==> config.mk <==
export PLATFORM = sky130hd
export DESIGN_NAME = adc_supply_and_temperature_calibration_core
export DESIGN_NICKNAME = d
export VERILOG_FILES = /design/src/rtl/asc_pkg.sv /design/src/rtl/adc_supply_and_temperature_calibration_core.sv /design/src/rtl/asc_div.sv
export SDC_FILE = /design/constraint.sdc
export NUM_CORES = 2
export LEC_CHECK = 0
export BUFFER_PORTS_ARGS = -buffer_cell sky130_fd_sc_hd__buf_2
export CORE_MARGIN = 4
export CORE_UTILIZATION = 45
export DETAILED_ROUTE_END_ITERATION = 8
export GPL_TIMING_DRIVEN = 0
export SLEW_MARGIN = 30
export SYNTH_ARGS = -nofsm -noshare
export SYNTH_HDL_FRONTEND = slang
export SYNTH_SLANG_ARGS = --single-unit
==> constraint.sdc <==
create_clock -name clk_i -period 24 [get_ports clk_i]
set_input_delay 2.4 -clock clk_i [delete_from_list [all_inputs] [get_ports clk_i]]
set_output_delay 2.4 -clock clk_i [all_outputs]
set_load 0.005 [all_outputs]
==> src/rtl/asc_pkg.sv <==
// Shared types and constants for the ADC supply and temperature calibration core.
// Used by asc_div and by the top level; no dependencies.
`default_nettype none

package asc_pkg;

  localparam int unsigned KIND_W     = 3;
  localparam int unsigned CODE_W     = 12;
  localparam int unsigned TEMP_W     = 9;
  localparam int unsigned SCALER_W   = 4;
  localparam int unsigned SUPPLY_W   = 16;
  localparam int unsigned VALUE_W    = 32;
  localparam int unsigned CFG_IDX_W  = 3;

  localparam int unsigned MUL_A_W    = 23;
  localparam int unsigned MUL_B_W    = 17;
  localparam int unsigned PROD_W     = MUL_A_W + MUL_B_W;
  localparam int unsigned ACC_W      = PROD_W + 1;
  localparam int unsigned DVD_W      = PROD_W;
  localparam int unsigned DVS_W      = CODE_W;

  localparam int unsigned VDDA_RESET_MV_DEF = 3300;

  localparam logic [CODE_W-1:0]   ADC_FULL_SCALE = 12'd4095;
  localparam logic [SUPPLY_W-1:0] SUPPLY_MAX     = 16'hFFFF;

  typedef enum logic [KIND_W-1:0] {
    REQ_SET_SUPPLY  = 3'd0,
    REQ_READ_SUPPLY = 3'd1,
    REQ_CHANNEL_MV  = 3'd2,
    REQ_BATTERY_MV  = 3'd3,
    REQ_TEMPERATURE = 3'd4
  } req_kind_e;

  typedef enum logic [CFG_IDX_W-1:0] {
    REG_VREFINT_CAL  = 3'd0,
    REG_CAL_SUPPLY   = 3'd1,
    REG_TS_CODE_LOW  = 3'd2,
    REG_TS_CODE_HIGH = 3'd3,
    REG_TS_TEMP_LOW  = 3'd4,
    REG_TS_TEMP_HIGH = 3'd5,
    REG_VBAT_SCALER  = 3'd6
  } cfg_reg_e;

  typedef struct packed {
    logic busy;
    logic done;
  } div_status_t;

endpackage

`default_nettype wire

==> src/rtl/adc_supply_and_temperature_calibration_core.sv <==
// Top level: configuration registers, supply store, sequencer and shared datapath.
// Depends on asc_pkg and asc_div.
//
// Usage:
//   Input channel (in_valid_i / in_stall_o) carries req_type_i and sample_code_i.
//   A transaction is taken at a clock edge with valid high and stall low.
//   Output channel (out_valid_o / out_stall_i) returns value_o and error_o,
//   exactly one result transaction per input transaction, in order.
//   Configuration writes (cfg_valid_i / cfg_ready_o) are always taken and
//   should only be issued while the core is idle.
// Timing:
//   One item at a time; in_stall_o stays high until the result is in the
//   output register. The 40-step restoring divider is used at most once
//   per item and at most twice for temperature, behind a single shared
//   23x17 multiplier.
// Reset:
//   Registers return to their factory values, the supply store to
//   VDDA_RESET_MV. A stalled result holds in the output register; the core
//   waits before loading a new one.
`default_nettype none

module adc_supply_and_temperature_calibration_core #(
  parameter int unsigned VDDA_RESET_MV = asc_pkg::VDDA_RESET_MV_DEF
) (
  input  wire                                clk_i,
  input  wire                                rst_ni,
  input  wire                                cfg_valid_i,
  output logic                               cfg_ready_o,
  input  wire  [asc_pkg::CFG_IDX_W-1:0]      cfg_index_i,
  input  wire  [asc_pkg::CODE_W-1:0]         cfg_data_i,
  input  wire                                in_valid_i,
  output logic                               in_stall_o,
  input  wire  [asc_pkg::KIND_W-1:0]         req_type_i,
  input  wire  [asc_pkg::CODE_W-1:0]         sample_code_i,
  output logic                               out_valid_o,
  input  wire                                out_stall_i,
  output logic signed [asc_pkg::VALUE_W-1:0] value_o,
  output logic                               error_o
);
  import asc_pkg::*;

  typedef enum logic [3:0] {
    S_IDLE, S_M0, S_M1, S_D0, S_W0, S_M2, S_D1, S_W1, S_POST, S_OUT
  } state_e;

  logic [CODE_W-1:0]   vref_q, cal_q, tcl_q, tch_q;
  logic [TEMP_W-1:0]   tlo_q, thi_q;
  logic [SCALER_W-1:0] scaler_q;

  always_ff @(posedge clk_i or negedge rst_ni) begin
    if (!rst_ni) begin
      vref_q   <= 12'd1655;
      cal_q    <= 12'd3000;
      tcl_q    <= 12'd1034;
      tch_q    <= 12'd1375;
      tlo_q    <= 9'd30;
      thi_q    <= 9'd130;
      scaler_q <= 4'd3;
    end else if (cfg_valid_i) begin
      case (cfg_index_i)
        REG_VREFINT_CAL:  vref_q   <= cfg_data_i;
        REG_CAL_SUPPLY:   cal_q    <= cfg_data_i;
        REG_TS_CODE_LOW:  tcl_q    <= cfg_data_i;
        REG_TS_CODE_HIGH: tch_q    <= cfg_data_i;
        REG_TS_TEMP_LOW:  tlo_q    <= cfg_data_i[TEMP_W-1:0];
        REG_TS_TEMP_HIGH: thi_q    <= cfg_data_i[TEMP_W-1:0];
        REG_VBAT_SCALER:  scaler_q <= cfg_data_i[SCALER_W-1:0];
        default: ;
      endcase
    end
  end

  assign cfg_ready_o = 1'b1;

  state_e                    state_q;
  req_kind_e                 kind_q;
  logic [CODE_W-1:0]         code_q;
  logic                      neg_q;
  logic signed [ACC_W-1:0]   acc_q;
  logic [SUPPLY_W-1:0]       supply_q;
  logic [VALUE_W-1:0]        res_value_q;
  logic                      res_err_q;
  logic                      out_valid_q;
  logic [VALUE_W-1:0]        out_value_q;
  logic                      out_err_q;

  logic signed [TEMP_W:0]    tlo_s, thi_s, tdiff_s;
  logic signed [CODE_W:0]    cdiff_s;
  logic [CODE_W-1:0]         cdiff_abs;
  logic [DVD_W-1:0]          acc_abs;
  logic signed [MUL_A_W-1:0] mul_a;
  logic signed [MUL_B_W-1:0] mul_b;
  logic signed [PROD_W-1:0]  prod;
  logic                      div_start;
  logic [DVS_W-1:0]          div_divisor;
  logic [DVD_W-1:0]          div_quo;
  div_status_t               div_st;
  logic signed [ACC_W-1:0]   quo_s;
  logic                      acc_ovf;
  logic                      out_load;

  assign tlo_s     = {tlo_q[TEMP_W-1], tlo_q};
  assign thi_s     = {thi_q[TEMP_W-1], thi_q};
  assign tdiff_s   = thi_s - tlo_s;
  assign cdiff_s   = {1'b0, tch_q} - {1'b0, tcl_q};
  assign cdiff_abs = cdiff_s[CODE_W] ? CODE_W'(-cdiff_s) : cdiff_s[CODE_W-1:0];
  assign acc_abs   = acc_q[ACC_W-1] ? DVD_W'(-acc_q) : acc_q[DVD_W-1:0];
  assign quo_s     = neg_q ? -$signed({1'b0, div_quo}) : $signed({1'b0, div_quo});
  assign acc_ovf   = ~((&acc_q[ACC_W-1:VALUE_W-1]) | ~(|acc_q[ACC_W-1:VALUE_W-1]));
  assign out_load  = (state_q == S_OUT) && (!out_valid_q || !out_stall_i);

  always_comb begin
    mul_a = '0;
    mul_b = '0;
    unique case (state_q)
      S_M0: begin
        case (kind_q)
          REQ_SET_SUPPLY: begin
            mul_a = {{(MUL_A_W-CODE_W){1'b0}}, vref_q};
            mul_b = {{(MUL_B_W-CODE_W){1'b0}}, cal_q};
          end
          REQ_CHANNEL_MV: begin
            mul_a = {{(MUL_A_W-CODE_W){1'b0}}, code_q};
            mul_b = {1'b0, supply_q};
          end
          REQ_BATTERY_MV: begin
            mul_a = {{(MUL_A_W-SCALER_W){1'b0}}, scaler_q};
            mul_b = {{(MUL_B_W-CODE_W){1'b0}}, code_q};
          end
          default: begin
            mul_a = MUL_A_W'(tdiff_s);
            mul_b = {{(MUL_B_W-CODE_W){1'b0}}, code_q};
          end
        endcase
      end
      S_M1: begin
        mul_a = acc_q[MUL_A_W-1:0];
        mul_b = {1'b0, supply_q};
      end
      S_M2: begin
        mul_a = MUL_A_W'(tdiff_s);
        mul_b = {{(MUL_B_W-CODE_W){1'b0}}, tcl_q};
      end
      default: ;
    endcase
  end

  assign prod = mul_a * mul_b;

  always_comb begin
    div_start   = 1'b0;
    div_divisor = ADC_FULL_SCALE;
    if (state_q == S_D0) begin
      div_start = 1'b1;
      case (kind_q)
        REQ_SET_SUPPLY:  div_divisor = code_q;
        REQ_TEMPERATURE: div_divisor = cal_q;
        default:         div_divisor = ADC_FULL_SCALE;
      endcase
    end else if (state_q == S_D1) begin
      div_start   = 1'b1;
      div_divisor = cdiff_abs;
    end
  end

  asc_div #(
    .DVD_W (DVD_W),
    .DVS_W (DVS_W)
  ) u_div (
    .clk_i      (clk_i),
    .rst_ni     (rst_ni),
    .start_i    (div_start),
    .dividend_i (acc_abs),
    .divisor_i  (div_divisor),
    .status_o   (div_st),
    .quotient_o (div_quo)
  );

  always_ff @(posedge clk_i or negedge rst_ni) begin
    if (!rst_ni) begin
      state_q     <= S_IDLE;
      kind_q      <= REQ_SET_SUPPLY;
      code_q      <= '0;
      neg_q       <= 1'b0;
      acc_q       <= '0;
      supply_q    <= SUPPLY_W'(VDDA_RESET_MV);
      res_value_q <= '0;
      res_err_q   <= 1'b0;
      out_valid_q <= 1'b0;
      out_value_q <= '0;
      out_err_q   <= 1'b0;
    end else begin
      if (out_load) begin
        out_valid_q <= 1'b1;
      end else if (out_valid_q && !out_stall_i) begin
        out_valid_q <= 1'b0;
      end
      unique case (state_q)
        S_IDLE: begin
          if (in_valid_i) begin
            kind_q <= req_kind_e'(req_type_i);
            code_q <= sample_code_i;
            case (req_type_i) inside
              REQ_SET_SUPPLY: begin
                if (sample_code_i == '0) begin
                  // force the saturation path
                  acc_q   <= {{(ACC_W-SUPPLY_W-1){1'b0}}, 1'b1, {SUPPLY_W{1'b0}}};
                  state_q <= S_POST;
                end else begin
                  state_q <= S_M0;
                end
              end
              REQ_READ_SUPPLY: begin
                res_value_q <= {{(VALUE_W-SUPPLY_W){1'b0}}, supply_q};
                res_err_q   <= 1'b0;
                state_q     <= S_OUT;
              end
              REQ_CHANNEL_MV, REQ_BATTERY_MV: state_q <= S_M0;
              REQ_TEMPERATURE: begin
                if (cdiff_s == '0 || cal_q == '0) begin
                  res_value_q <= '0;
                  res_err_q   <= 1'b1;
                  state_q     <= S_OUT;
                end else begin
                  state_q <= S_M0;
                end
              end
              default: begin
                res_value_q <= '0;
                res_err_q   <= 1'b1;
                state_q     <= S_OUT;
              end
            endcase
          end
        end
        S_M0: begin
          acc_q <= ACC_W'(prod);
          if (kind_q == REQ_BATTERY_MV || kind_q == REQ_TEMPERATURE) begin
            state_q <= S_M1;
          end else begin
            state_q <= S_D0;
          end
        end
        S_M1: begin
          acc_q   <= ACC_W'(prod);
          state_q <= S_D0;
        end
        S_D0: begin
          neg_q   <= acc_q[ACC_W-1];
          state_q <= S_W0;
        end
        S_W0: begin
          if (div_st.done) begin
            acc_q   <= quo_s;
            state_q <= (kind_q == REQ_TEMPERATURE) ? S_M2 : S_POST;
          end
        end
        S_M2: begin
          acc_q   <= acc_q - ACC_W'(prod);
          state_q <= S_D1;
        end
        S_D1: begin
          neg_q   <= acc_q[ACC_W-1] ^ cdiff_s[CODE_W];
          state_q <= S_W1;
        end
        S_W1: begin
          if (div_st.done) begin
            acc_q   <= quo_s + ACC_W'(tlo_s);
            state_q <= S_POST;
          end
        end
        S_POST: begin
          if (kind_q == REQ_SET_SUPPLY) begin
            if (|acc_q[ACC_W-1:SUPPLY_W]) begin
              supply_q    <= SUPPLY_MAX;
              res_value_q <= {{(VALUE_W-SUPPLY_W){1'b0}}, SUPPLY_MAX};
              res_err_q   <= 1'b1;
            end else begin
              supply_q    <= acc_q[SUPPLY_W-1:0];
              res_value_q <= {{(VALUE_W-SUPPLY_W){1'b0}}, acc_q[SUPPLY_W-1:0]};
              res_err_q   <= 1'b0;
            end
          end else if (acc_ovf) begin
            res_value_q <= acc_q[ACC_W-1] ? {1'b1, {(VALUE_W-1){1'b0}}}
                                          : {1'b0, {(VALUE_W-1){1'b1}}};
            res_err_q   <= 1'b1;
          end else begin
            res_value_q <= acc_q[VALUE_W-1:0];
            res_err_q   <= 1'b0;
          end
          state_q <= S_OUT;
        end
        S_OUT: begin
          if (out_load) begin
            out_value_q <= res_value_q;
            out_err_q   <= res_err_q;
            state_q     <= S_IDLE;
          end
        end
        default: state_q <= S_IDLE;
      endcase
    end
  end

  assign in_stall_o  = (state_q != S_IDLE);
  assign out_valid_o = out_valid_q;
  assign value_o     = out_value_q;
  assign error_o     = out_err_q;

  a_div_in_wait: assert property (@(posedge clk_i) disable iff (!rst_ni)
    (div_st.busy || div_st.done) |-> (state_q == S_W0 || state_q == S_W1))
    else $error("divider active outside a wait state");

  a_accept_leaves_idle: assert property (@(posedge clk_i) disable iff (!rst_ni)
    (in_valid_i && !in_stall_o) |=> (state_q != S_IDLE))
    else $error("accepted transaction did not start work");

  a_supply_update: assert property (@(posedge clk_i) disable iff (!rst_ni)
    !$stable(supply_q) |-> ($past(state_q) == S_POST && $past(kind_q) == REQ_SET_SUPPLY))
    else $error("supply store changed outside a reference update");

endmodule

`default_nettype wire

==> src/rtl/asc_div.sv <==
// Restoring unsigned divider, one quotient bit per cycle.
// Depends on asc_pkg for the status struct and the default widths.
`default_nettype none

module asc_div #(
  parameter int unsigned DVD_W = asc_pkg::DVD_W,
  parameter int unsigned DVS_W = asc_pkg::DVS_W
) (
  input  wire                      clk_i,
  input  wire                      rst_ni,
  input  wire                      start_i,
  input  wire  [DVD_W-1:0]         dividend_i,
  input  wire  [DVS_W-1:0]         divisor_i,
  output asc_pkg::div_status_t     status_o,
  output logic [DVD_W-1:0]         quotient_o
);
  import asc_pkg::*;

  localparam int unsigned CNT_W = $clog2(DVD_W + 1);

  logic             busy_q;
  logic             done_q;
  logic [CNT_W-1:0] cnt_q;
  logic [DVD_W-1:0] quo_q;
  logic [DVS_W-1:0] rem_q;
  logic [DVS_W-1:0] dvs_q;

  logic [DVS_W:0]   trial;
  logic [DVS_W:0]   diff;
  logic             fits;

  assign trial = {rem_q, quo_q[DVD_W-1]};
  assign diff  = trial - {1'b0, dvs_q};
  assign fits  = ~diff[DVS_W];

  always_ff @(posedge clk_i or negedge rst_ni) begin
    if (!rst_ni) begin
      busy_q <= 1'b0;
      done_q <= 1'b0;
      cnt_q  <= '0;
      quo_q  <= '0;
      rem_q  <= '0;
      dvs_q  <= '0;
    end else begin
      done_q <= 1'b0;
      if (start_i) begin
        busy_q <= 1'b1;
        cnt_q  <= CNT_W'(DVD_W);
        quo_q  <= dividend_i;
        rem_q  <= '0;
        dvs_q  <= divisor_i;
      end else if (busy_q) begin
        quo_q <= {quo_q[DVD_W-2:0], fits};
        rem_q <= fits ? diff[DVS_W-1:0] : trial[DVS_W-1:0];
        cnt_q <= cnt_q - CNT_W'(1);
        if (cnt_q == CNT_W'(1)) begin
          busy_q <= 1'b0;
          done_q <= 1'b1;
        end
      end
    end
  end

  assign status_o.busy = busy_q;
  assign status_o.done = done_q;
  assign quotient_o    = quo_q;

endmodule

`default_nettype wire
After elaboration in Yosys (flattened, before gate mapping). Cells that the tools add are included.

Flip-flop bits (word level): 286. Bits of input ports: 35. Output and inout port bits: 36.

Add/subtract/negate cells: 9. $mul: 1. Equality and inequality tests: 32. Multiplexer cells: 69. Bitwise operators: 4. Reduce and logical (&&, ||, !) cells: 38.

Operators with widths (number): 2-to-1 mux 32 bit (9); 2-to-1 mux 41 bit (6); case mux 41 bit (5 select lines) (1); case mux 23 bit (3 select lines) (2); 2-to-1 mux 40 bit (3); 2-to-1 mux 12 bit (6); case mux 32 bit (2 select lines) (1); case mux 16 bit (3 select lines) (1); 2-to-1 mux 4 bit (11); adder 41 x 9 -> 41 bit (1); negation 40 -> 41 bit (1); subtractor 41 x 40 -> 41 bit (1); multiplier 23 x 17 -> 40 bit (1); negation 40 bit (1); case mux 4 bit (10 select lines) (1); 2-to-1 mux 16 bit (2); case mux 16 bit (2 select lines) (1); OR reduction 25 bit (1); logical NOT 12 bit (2); case mux 12 bit (2 select lines) (1); 2-to-1 mux 1 bit (20); AND reduction 2 bit (10); equality test 3 x 2 -> 1 bit (second input constant) (6); equality test 4 x 3 -> 1 bit (second input constant) (4); other kinds (35) (60).

Longest topological paths before layout.
Depth in word-level cells: 10. Mapped depth: 52.

Hierarchy. From an unflattened synthesis, not the netlist that was laid out.

Cell total of the unflattened synthesis: 4105. Area total of the unflattened synthesis: 35536.6 um^2.

Modules (own cells, without submodules): adc_supply_and_temperature_calibration_core (times used 1, cells each 3707, area an instance 31662.9 um^2, sequential area each 5405.2 um^2); asc_div (times used 1, cells each 398, area an instance 3873.7 um^2, sequential area each 1801.7 um^2).

Least setup slack after synthesis. No wires, ideal clock.

Path kind: register -> register. From: reg tlo_q[1]. To: reg acc_q[37]. Library setup time: 94 ps. Arrival time: 11169 ps. Slack: 12737 ps. Cell stages (with the launch flop): 49. Buffers on the path: 3. Path through: dfstp_2 > inv_1 > ha_1 > nor2b_1 > o21ai_0 > nand2b_1 > a21o_1 > a21o_1 > a21o_1 > a21o_1 > a211oi_1 > mux2i_1 > nor2_1 > clkbuf_1 > buf_1 > a21oi_1 > nor2_1 > fa_1 > [13 not listed] > a41o_2 > xnor2_1 > ha_1 > a2111o_1 > a41oi_1 > o21ai_1 > a211oi_2 > o21ai_1 > maj3_2 > a2111oi_2 > nor4_1 > o22ai_1 > a41oi_2 > o41ai_2 > a31oi_4 > o32a_1 > and4_4 > a221oi_2.

Longest elaborated chain between the ends: 6.

Ends and longest elaborated chain: from (decl) (RTL line adc_supply_and_temperature_calibration_core.sv:47) `logic [TEMP_W-1:0] tlo_q, thi_q;`; from (signal assigned) (RTL line adc_supply_and_temperature_calibration_core.sv:65) `REG_TS_TEMP_LOW: tlo_q <= cfg_data_i[TEMP_W-1:0];`; subtractor 9 x 9 -> 10 bit (RTL line adc_supply_and_temperature_calibration_core.sv:104) `assign tdiff_s = thi_s - tlo_s;`; case mux 23 bit (3 select lines) (RTL line adc_supply_and_temperature_calibration_core.sv:117) `case (kind_q)`; case mux 23 bit (3 select lines) (RTL line adc_supply_and_temperature_calibration_core.sv:115) `unique case (state_q)`; multiplier 23 x 17 -> 40 bit (RTL line adc_supply_and_temperature_calibration_core.sv:148) `assign prod = mul_a * mul_b;`; subtractor 41 x 40 -> 41 bit (RTL line adc_supply_and_temperature_calibration_core.sv:259) `acc_q <= acc_q - ACC_W'(prod);`; case mux 41 bit (5 select lines) * (RTL line adc_supply_and_temperature_calibration_core.sv:198) `unique case (state_q)`; to (signal assigned) (RTL line adc_supply_and_temperature_calibration_core.sv:207) `acc_q <= {{(ACC_W-SUPPLY_W-1){1'b0}}, 1'b1, {SUPPLY_W{1'b0}}};`; to (signal assigned) (RTL line adc_supply_and_temperature_calibration_core.sv:259); to (signal assigned) (RTL line adc_supply_and_temperature_calibration_core.sv:268) `acc_q <= quo_s + ACC_W'(tlo_s);`; to (decl) (RTL line adc_supply_and_temperature_calibration_core.sv:79) `logic signed [ACC_W-1:0] acc_q;`.

Mark *: on every way between the ends. The rest lies on a longest branch, timed or not. The select of a mux whose other input is x is not followed. A chain may end at the register's enable or synchronous reset.

Worst setup path in the final report. Ends and elaborated chain as after synthesis.

==> results.md <==
- The flow ran to the end, and the final reports show no timing, DRC or antenna violations.
- Once the floorplan was initialized, standard cells occupied between 40% and 50% of the core.
- The CTS tree is built.
- The number of buffers inserted to repair setup after CTS is 0.
- STA classifies the critical path startpoint as a register.
- Data on the critical path arrives at its endpoint at approximately 14 ns.
- The library cell used as clock root buffer is clkbuf_16.
- The worst setup path is captured at a register.
- For flop-to-flop paths, the worst setup slack is approximately 11 ns.
- The die extent in y is around 290 µm.
- The worst register-to-register path begins at tlo_q[1]$_DFFE_PN1P_.
- After floorplanning, the core was divided into ~100 placement rows.
- From synthesis to final layout, the design area changed by 8.84%.
- For this run, design rule violations remaining after detail routing come to 0.
- After filler insertion, the fill cell instance count of the layout stands at around 7500.
- The non-filler instance count after layout is between 5000 and 6000.
- In the layout the commonest cells are inv_1, nand2_1, fa_1, nor2_1, dfrtp_1.
- The global routing usage on met3 is 5.70%.
- Buffers inserted during clock tree synthesis total 30.
- The worst hold path terminates at res_value_q[22]$_DFFE_PN0P_.
- Of the post-synthesis cell area, the dominant cell type holds about a fifth.
- The global router's overall resource usage is a little under 30%.
- The worst register-to-register path has a depth of approximately 50.
- For this design the top-level I/O count stands at between 70 and 80.
- Of the synthesized area, sequential elements account for between 20 and 25%.
- The hold path startpoint is res_value_q[22]$_DFFE_PN0P_.
- After synthesis, the cell types taking the most area are fa_1, dfrtp_1, ha_1, inv_1, nand2_1.
- The mapped netlist covers ~35000 µm².
- At the worst endpoint, the required time is ~25 ns.
- The power density over the cells is 34.7 nW/µm².
- Summed over all cells, the static leakage comes to ~18 nW.
- The number of nets still failing antenna checks after routing is 0.
- The H-tree depth reported by CTS is 1.
- The clock sink count is about 290.
- Gates resized during post-CTS repair numbered 0.
- The total via count after detailed routing is approximately 30000.
- The final number of max-transition violations came to 0.
- The type of the worst setup path is register to register.
- The full die area is approximately 83000 µm².
- The total length of routed wires is around 120000 µm.
- Between clock sinks in the finished design, the worst skew comes to ~0.035 ns.
- The first-pass GRT wire length is 185000 µm.
- The hold violation count in the final report is 0.
- The mean instance size in the synthesized netlist is just under 9 µm².
- The final layout contains approximately 4700 nets.
- Counting flops with a built-in enable in the synthesized netlist gives 0.
- In this design, the critical path's most frequently occurring cell is fa_1.
- For met1 alone, demand over resource in global routing was 42.1%.
- The maximum frequency from static timing analysis is between 70 and 80 MHz.
- The core region is 77300 µm².
- The number of different library cells used by synthesis comes to between 100 and 150.
- The count of port buffers added during placement is 69.
- At the pin with the least slew margin, the transition time is roughly 1.1 ns.
- fa_1 takes more of the synthesized area than any other cell.
- The launching element of the worst setup path is tlo_q[1]$_DFFE_PN1P_.
- The number of register bits inferred by synthesis is about 290.
- The relative slew slack is between 20% and 30%.
- The worst hold-check path type is register to register.
- The warning count from the yosys run is 0.
- The worst-case IR drop observed on VDD is between 0.06 and 0.07 mV.
- The delay contributed by the slowest stage of the critical path is 0.62 ns.
- The via-per-instance ratio is around 5.8.
- After routing the design area is 38200 µm².
- Entering global routing, the biggest net connects 84 pins.
- The net count of the mapped netlist is 4603.
- The tool flagged a number of max-cap violations equal to 0.
- The most instantiated flip-flop cell in the synthesis netlist is dfrtp_1.
- The cell type group with the largest total delay on the critical path is compound AO/OA/AOI/OAI gates.
- The sum of overflow across all layers after global routing is 0.
- Of the cells placed in the final design, the portion with a size suffix greater than 1 is roughly a tenth.
- In this run, post-CTS hold repair placed 0 buffers.
- The number of instances on the worst hold path is 1.
- Counting I/O delays and the setup requirement, the final critical path takes ~13 ns.
- The count of buffer and inverter cells on the critical path is 7.
- The first detailed-routing pass took 6 iterations.
- The met2 track demand over resource is around 44%.
- Summing all placed instances gives a cell area of 37100 µm².
- The global placement routability congestion is 0.946.
- The die boundary width is about 290 µm.
- The first routing iteration left between 2000 and 3000 violations.
- After detailed placement, the design holds a cell count of between 5000 and 6000.
- The number of antenna violations at the first check in global routing is 3.
- The cell with the largest stage delay on the worst path is a2111oi_2.
- After detailed routing, the average wire length per cell comes to 23.5 µm.
- Setup repair after global routing left no endpoint under its margin.
- The capture point of the worst reg-to-reg path is acc_q[37]$_DFFE_PN0P_.
- In this run the worst path has a maximum fanout of 10.
- Setup violations remaining at the end of the flow were counted as 0.
- The library cell used most frequently in the layout, excluding fill and tap cells, is inv_1.
- In the synthesized netlist, the number of instances is roughly 4000.
- Adding up every negative setup slack in the final design gives 0 ns.
- Of the available clock period, the critical path in the final layout requires between 50% and 60%.
- met2 is the most crowded layer.
- The via count of the first global-routing pass was just under 30000.
- The placed wire-length estimate after detailed placement is 97000 µm.
- The later pin in the worst-skew pair is clocked with a latency of between 0.6 and 0.7 ns.
- Clock-pin slew was measured on the worst setup and hold paths at about 0.070 ns.
- The share of flip-flops with an asynchronous set or reset after synthesis is 100%.
- The clock passes through at most 3 buffers.
-- registers in the layout, summed over array words and instances (netlist names), 6 cells and up --
register / flops
cal_q: 12
tch_q: 12
u_div.rem_q: 12
tlo_q: 9
value_o: 32
thi_q: 9
res_value_q: 32
acc_q: 41
code_q: 12
tcl_q: 12
u_div.dvs_q: 12
u_div.quotient_o: 40
vref_q: 12
u_div.cnt_q: 6
supply_q: 16
-- power by group --
part	switching, W	total, W	internal, W
Combinational	0.000138	0.000238	0.000100
Clock	0.000220	0.000542	0.000322
Sequential	0.0000281	0.000545	0.000517
Total	0.000387	0.00133	0.000939
-- logic make-up after synthesis --
family / share of synthesized area (%)
muxes: 5.61
buffers and inverters: 8.85
and+or+nand+nor: 14.6
xor gates and xnor gates: 5.60
DFF: 20.5
adders and majority gates: 28.4
other: 0.0107
AOI/OAI and AO/OA: 16.3
-- worst max path at each step --
stage	to	cells past startpoint
floorplan	acc_q[37]$_DFFE_PN0P_	48
global placement	acc_q[37]$_DFFE_PN0P_	40
detailed placement	acc_q[37]$_DFFE_PN0P_	49
CTS	acc_q[37]$_DFFE_PN0P_	49
global route	acc_q[37]$_DFFE_PN0P_	49
finish	acc_q[37]$_DFFE_PN0P_	49
-- cell type report --
cell class / count / area, µm² / area share [%]
multi-input cells: 2964 / 25000 / 65.3
plain buffers: 208 / 1090 / 2.84
clock inverters: 10 / 225 / 0.589
diodes: 1 / 2.50 / 0.00655
repair buffers: 81 / 509 / 1.33
well taps: 1040 / 1300 / 3.41
clock buffers: 44 / 893 / 2.34
flip-flops and latches: 286 / 7210 / 18.9
inverters: 540 / 2030 / 5.30
-- worst reg2reg max path: cells and delay by family (launching register included) --
kind,cells,cell delay [ns]
buf+inv,7,1.23
simple gates,8,1.27
flops,1,0.56
mux,1,0.15
xor+xnor,1,0.25
fa+ha+maj,10,4.32
compound gates,22,5.49
-- stage by stage --
step | util, % | hold WS, ns | power [W] | setup slack [ns]
5_1_grt | 49.4 | 0.495 | 0.00138 | 9.96
3_3_place_gp | 47.5 | 0.473 | 0.000783 | 10.46
2_1_floorplan | - | 0.452 | 0.000715 | 12.74
3_5_place_dp | 47.9 | 0.475 | 0.000789 | 10.79
4_1_cts | 49.4 | 0.488 | 0.00133 | 10.75
6_report | 49.4 | 0.489 | 0.00133 | 10.60
-- routing by layer --
metal | routed length [µm] | vias to the layer above | share of wire (%)
li1 | - | 13500 | -
met1 | 54000 | 14900 | 44
met2 | 52000 | 1285 | 43
met3 | 10000 | 275 | 8.2
met4 | 5630 | 0 | 4.6
met5 | 0 | - | 0
-- cell usage after synthesis, types with 41 or more instances --
| library cell | n |
|---|---|
| nand2_1 | 462 |
| inv_1 | 540 |
| clkbuf_1 | 164 |
| a21o_1 | 81 |
| nor3_1 | 48 |
| xnor2_1 | 161 |
| fa_1 | 368 |
| o21ai_0 | 193 |
| dfrtp_1 | 246 |
| xor2_1 | 59 |
| mux2_2 | 118 |
| nor2_1 | 358 |
| nand3_1 | 41 |
| a21oi_1 | 166 |
| ha_1 | 202 |
| mux2i_1 | 63 |
| nand2b_1 | 52 |
No activity file was read; power rests on OpenSTA's default activity.
